**src/design/rst_pkg.sv**
```systemverilog
// ----------------------------------------------------------------------------
// Randomized set table package
// Shared types, codes and constants for the set table controller and datapath.
// ----------------------------------------------------------------------------
package rst_pkg;

   localparam int ACTION_W    = 2;
   localparam int VALUE_W     = 12;
   localparam int COUNT_OUT_W = 11;
   localparam int LFSR_W      = 32;

   localparam logic [LFSR_W-1:0] LFSR_TAPS = 32'hD000_0001;

   localparam logic [ACTION_W-1:0] ACT_INSERT = 2'd0;
   localparam logic [ACTION_W-1:0] ACT_REMOVE = 2'd1;
   localparam logic [ACTION_W-1:0] ACT_PICK   = 2'd2;

   typedef enum logic [3:0] {
      ST_CLEAR,
      ST_IDLE,
      ST_LOOKUP,
      ST_DECIDE,
      ST_RM_MOVE,
      ST_RM_DROP,
      ST_MOD,
      ST_PICK_TAKE,
      ST_DONE
   } state_type;

   typedef struct packed {
      logic clear_step;
      logic latch_req;
      logic st_read;
      logic ins_commit;
      logic ms_read_last;
      logic rm_move;
      logic rm_drop;
      logic pick_start;
      logic ms_read_pick;
      logic take_pick;
      logic load_rsp;
   } cmd_type;

   typedef struct packed {
      logic [ACTION_W-1:0] action;
      logic                in_space;
      logic                entry_valid;
      logic                full;
      logic                empty;
      logic                mod_done;
      logic                clr_last;
      logic                rsp_free;
   } status_type;

   // Galois LFSR step, shifting right.
   function automatic logic [LFSR_W-1:0] lfsr_next(input logic [LFSR_W-1:0] s);
      logic [LFSR_W-1:0] shifted;
      shifted = {1'b0, s[LFSR_W-1:1]};
      return s[0] ? (shifted ^ LFSR_TAPS) : shifted;
   endfunction

endpackage

```
**src/design/rst_ctrl.sv**
```systemverilog
// ----------------------------------------------------------------------------
// Set table controller
// Sequences the clearing pass and each insert, remove and pick operation.
// ----------------------------------------------------------------------------
module rst_ctrl (
   input  logic                clock,
   input  logic                reset,
   input  logic                req_tvalid,
   output logic                req_tready,
   input  rst_pkg::status_type status,
   output rst_pkg::cmd_type    cmd
);

   rst_pkg::state_type state_ff;
   rst_pkg::state_type state_in;
   logic               ins_ok;
   logic               rm_ok;
   logic               pick_ok;

   assign ins_ok  = (status.action == rst_pkg::ACT_INSERT) && status.in_space
                    && !status.entry_valid && !status.full;
   assign rm_ok   = (status.action == rst_pkg::ACT_REMOVE) && status.in_space
                    && status.entry_valid && !status.empty;
   assign pick_ok = (status.action == rst_pkg::ACT_PICK) && !status.empty;

   always_ff @(posedge clock) begin
      if (reset) begin
         state_ff <= rst_pkg::ST_CLEAR;
      end else begin
         state_ff <= state_in;
      end
   end

   always_comb begin
      state_in = state_ff;
      unique case (state_ff)
         rst_pkg::ST_CLEAR: begin
            if (status.clr_last) state_in = rst_pkg::ST_IDLE;
         end
         rst_pkg::ST_IDLE: begin
            if (req_tvalid) state_in = rst_pkg::ST_LOOKUP;
         end
         rst_pkg::ST_LOOKUP: begin
            state_in = rst_pkg::ST_DECIDE;
         end
         rst_pkg::ST_DECIDE: begin
            if (rm_ok) begin
               state_in = rst_pkg::ST_RM_MOVE;
            end else if (pick_ok) begin
               state_in = rst_pkg::ST_MOD;
            end else begin
               state_in = rst_pkg::ST_DONE;
            end
         end
         rst_pkg::ST_RM_MOVE: begin
            state_in = rst_pkg::ST_RM_DROP;
         end
         rst_pkg::ST_RM_DROP: begin
            state_in = rst_pkg::ST_DONE;
         end
         rst_pkg::ST_MOD: begin
            if (status.mod_done) state_in = rst_pkg::ST_PICK_TAKE;
         end
         rst_pkg::ST_PICK_TAKE: begin
            state_in = rst_pkg::ST_DONE;
         end
         rst_pkg::ST_DONE: begin
            if (status.rsp_free) state_in = rst_pkg::ST_IDLE;
         end
         default: begin
            state_in = rst_pkg::ST_IDLE;
         end
      endcase
   end

   always_comb begin
      cmd        = '0;
      req_tready = 1'b0;
      unique case (state_ff)
         rst_pkg::ST_CLEAR: begin
            cmd.clear_step = 1'b1;
         end
         rst_pkg::ST_IDLE: begin
            req_tready    = 1'b1;
            cmd.latch_req = req_tvalid;
         end
         rst_pkg::ST_LOOKUP: begin
            cmd.st_read = 1'b1;
         end
         rst_pkg::ST_DECIDE: begin
            cmd.ins_commit   = ins_ok;
            cmd.ms_read_last = rm_ok;
            cmd.pick_start   = pick_ok;
         end
         rst_pkg::ST_RM_MOVE: begin
            cmd.rm_move = 1'b1;
         end
         rst_pkg::ST_RM_DROP: begin
            cmd.rm_drop = 1'b1;
         end
         rst_pkg::ST_MOD: begin
            cmd.ms_read_pick = status.mod_done;
         end
         rst_pkg::ST_PICK_TAKE: begin
            cmd.take_pick = 1'b1;
         end
         rst_pkg::ST_DONE: begin
            cmd.load_rsp = status.rsp_free;
         end
         default: begin
            cmd = '0;
         end
      endcase
   end

endmodule

```
**config.mk**
```make
export PLATFORM = sky130hd
export DESIGN_NAME = rst_ctrl
export DESIGN_NICKNAME = d
export VERILOG_FILES = /design/src/design/rst_pkg.sv /design/src/design/rst_ctrl.sv
export SDC_FILE = /design/constraint.sdc
export NUM_CORES = 1
export LEC_CHECK = 0
export ABC_AREA = 0
export ABC_CLOCK_PERIOD_IN_PS = 1550
export BUFFER_PORTS_ARGS = -buffer_cell sky130_fd_sc_hd__buf_2
export CORE_AREA = 2 2 39 41
export CTS_CLUSTER_SIZE = 12
export DETAILED_ROUTE_END_ITERATION = 6
export DIE_AREA = 0 0 41 43
export GPL_ROUTABILITY_DRIVEN = 1
export PLACE_DENSITY_LB_ADDON = 0.25
export SLEW_MARGIN = 20
export SYNTH_ARGS = -nofsm -noshare
export SYNTH_HDL_FRONTEND = slang
export SYNTH_SLANG_ARGS = --single-unit
export TNS_END_PERCENT = 100
```
**constraint.sdc**
```tcl
create_clock -name clock -period 1.55 [get_ports clock]
set_input_delay 0.0775 -clock clock [delete_from_list [all_inputs] [get_ports clock]]
set_output_delay 0.0775 -clock clock [all_outputs]
set_load 0.02 [all_outputs]
```
==> results.py <==
metrics = {
    "pwr": {
        "design_power_total_mw": 0.3808,
        "power_report.internal_total_mw": 0.2538,
        "clkPwrFrac": 0.351,
        "powerDensity_mw_per_mm2": 701.2,
        "static_leakage_nw": 0.2551,
        "irDropWorstVdd_uv": 235.1,
        "sw_frac_of_total": 0.3334,
        "pwr-share-comb": 0.304,
        "sequentialPowerShare": 0.345,
        "p_switching_mw": 0.1270,
    },
    "setup_path": {
        "crit_path_start": "state_ff[1]",
        "worstReg2RegEnd": "state_ff[3]",
        "worst_setup_path_start_kind": "flop",
        "worst_setup_path_end_kind": "output port",
        "worst-setup-path-type": "reg2out",
        "crit_fanout": 12,
        "reg2reg_slack_ns": 0.23,
        "cp.arrival_ns": 1.41,
        "required_ns": 1.47,
        "reg2reg_from": "state_ff[1]",
        "worst-r2r-cell-count": 3,
    },
    "floorplan": {
        "core_region_area_mm2": 0.001384,
        "floorplan.rows": 14,
        "chipWidth_um": 41,
        "chipHeight_um": 43,
        "starting_density_of_the_core": 0.2848,
        "die_area_mm2": 0.001763,
        "boundaryPins": 24,
    },
    "logic_synthesis": {
        "ys_ff_latch": 4,
        "synth_sequential_area_ratio": 0.2032,
        "netlist.top_cell.by_area": "dfxtp_1",
        "count_of_mapped_cells_out_of_synthesis": 53,
        "synthesis.yosys.warnings": 0,
        "synth_top_cell_area_share": 0.2032,
        "post_synth.cell_area_avg_um2": 7.436,
        "syn_nets": 65,
        "yosys-top-cells-area": "dfxtp_1 20%, nor3_1 6.3%, nand4bb_1 5.7%",
        "syn-cell-area_um2": 394.1,
        "yosys.cell_types.count": 30,
    },
    "cells_and_area": {
        "finalCoreUtilization": 0.3924,
        "design.final.nets": 90,
        "final_layout_size_suffix_gt1_frac": 0.4474,
        "largest_register_ffs": 4,
        "largest_register": "state_ff",
        "final_common_cell": "buf_2",
        "final_cells": 92,
        "layout-area-overhead-vs-synth_pct": 37.78,
        "largestRegisters": "state_ff (4)",
        "most-common-layout-cells": "22 x buf_2, 5 x nor2_1, 5 x nor3_1",
        "antennaDiodeCount": 0,
    },
    "sta": {
        "post-route-period-util": 0.9627,
        "tns_ns": 0,
        "worst-slew-pin-transition_ns": 0.2334,
        "finalSetupViolations": 0,
        "fin_skew_ns": 0.006336,
        "maxSlewViolCount": 0,
        "slew_headroom": 0.8441,
        "maxClockFrequency_mhz": 670.2,
        "final.setup.worst_slack_ns": 0.05788,
        "rsz0062_at_grt": "false",
        "period_minus_ws_final_ns": 1.492,
        "timing.final.hold_violations": 0,
    },
    "cts": {
        "cts.path.max_buffers": 2,
        "postCtsSetupRepairBufs": 0,
        "ctsHtreeMaxLevel": 1,
        "cts.sink_count": 4,
        "cts_root_buffer": "clkbuf_4",
        "cts_hold_buf": 0,
        "clock_latency_ns": 0.24,
        "cts.repair.resized": 2,
        "cts_tree": "built",
        "numCtsBuffers": 3,
        "clk_pin_slew_ns": 0.04,
    },
    "drt": {
        "route.top_layer_used": "met4",
        "vias": 466,
        "wl_met2_um": 462,
        "postRouteWirelength_mm": 1.014,
        "drt-met1-wl_um": 475,
        "drc": 0,
        "drt_iter0_drc": 12,
        "drtAntennaViolNets": 0,
        "route.detailed.wl_per_inst_um": 11.02,
        "met3RoutedLength_um": 61,
        "number_of_detailed_route_iterations_in_the_first_pass": 3,
        "viasPerCell": 5.065,
    },
    "placed_design": {
        "globalplace.congestion": 0.7371,
        "placed_cells": 89,
        "setup_slack_placement_ns": 0.1818,
        "place_hpwl_um": 770.3,
        "port-buffer-count": 23,
    },
    "global_route": {
        "antenna_found_initial": 0,
        "vias_in_the_first_global_route": 430,
        "maximum_number_of_pins_on_one_net_before_global_route_repair": 13,
        "grt_remaining_overflow": 0,
        "wire_length_of_the_first_global_routing_pass_mm": 1.649,
        "grt_usage": 0.1383,
    },
    "hold_path": {
        "min-delay-path-class": "in2reg",
        "worst_hold_path.num_cells": 2,
        "min_to": "state_ff[0]",
        "hp-start": "reset",
    },
    "outcome": {
        "outcome": "complete, no violations",
    },
    "job": {
        "cap_violations": 0,
    },
}
final cells by class:
type	count	area [um^2]
Clock buffer	3	22.52
Inverter	4	15.01
Tap cell	16	20.02
Timing Repair Buffer	24	125.1
Fill cell	148	840.8
Multi-Input combinational cell	41	272.8
Sequential cell	4	87.58
stage by stage:
stage	area, um^2	hold WS (ns)
6_report	543.0	0.05091
5_1_grt	543.0	0.06904
4_1_cts	535.5	0.04972
3_5_place_dp	510.5	0.3106
3_3_place_gp	510.5	0.3125
2_1_floorplan	394.1	0.1503
power by group through the flow:
stage	logic (mW)	registers, mW	clock network [mW]
final	0.116	0.131	0.134
after global routing	0.131	0.132	0.145
after CTS	0.117	0.130	0.141
after detailed placement	0.116	0.131	0
after global placement	0.118	0.130	0
after floorplan	0.0933	0.115	0
worst max path at each step:
stage | end | cells after the start
floorplan | cmd[3] | 3
finish | cmd[0] | 3
global placement | state_ff[3] | 3
CTS | cmd[0] | 3
global route | cmd[0] | 3
detailed placement | state_ff[3] | 3
synth_stat cells:
library cell  number
nand4bb_1          2
or4b_4             1
o311a_1            1
and2_1             1
nor3b_1            1
nand4b_1           1
a21oi_1            2
nor3_1             5
nor2b_1            2
buf_4              1
o22ai_2            1
a211oi_1           1
nor2_1             5
or4b_1             2
o21ai_1            1
o22a_1             1
buf_6              1
nand3_1            1
o211ai_1           1
o21ai_0            1
nand2b_1           1
inv_1              4
dfxtp_1            4
or3_1              1
a22o_1             1
clkbuf_1           2
and3_1             2
nand2_1            4
mux2_2             1
nor4_1             1
metal layers:
layer,vias to the layer above,global-route usage
met1,203,0.1821
met5,-,0
met2,16,0.1969
met4,0,0.1000
met3,2,0.01571
li1,245,-
critical path: stages (launching register included):
cell	delay [ns]
dfxtp_4	0.37
or4b_4	0.54
nor2_1	0.11
buf_4	0.15
logic make-up (layout without fill, tap and decap cells):
logic type / count (synthesis) / count (layout) / share of synthesized area
mux: 1 / 1 / 0.02857
simple gates: 30 / 30 / 0.4730
compound gates: 10 / 10 / 0.1905
flops: 4 / 4 / 0.2032
buf+inv: 8 / 31 / 0.1048
No activity file was read; power rests on OpenSTA's default activity.
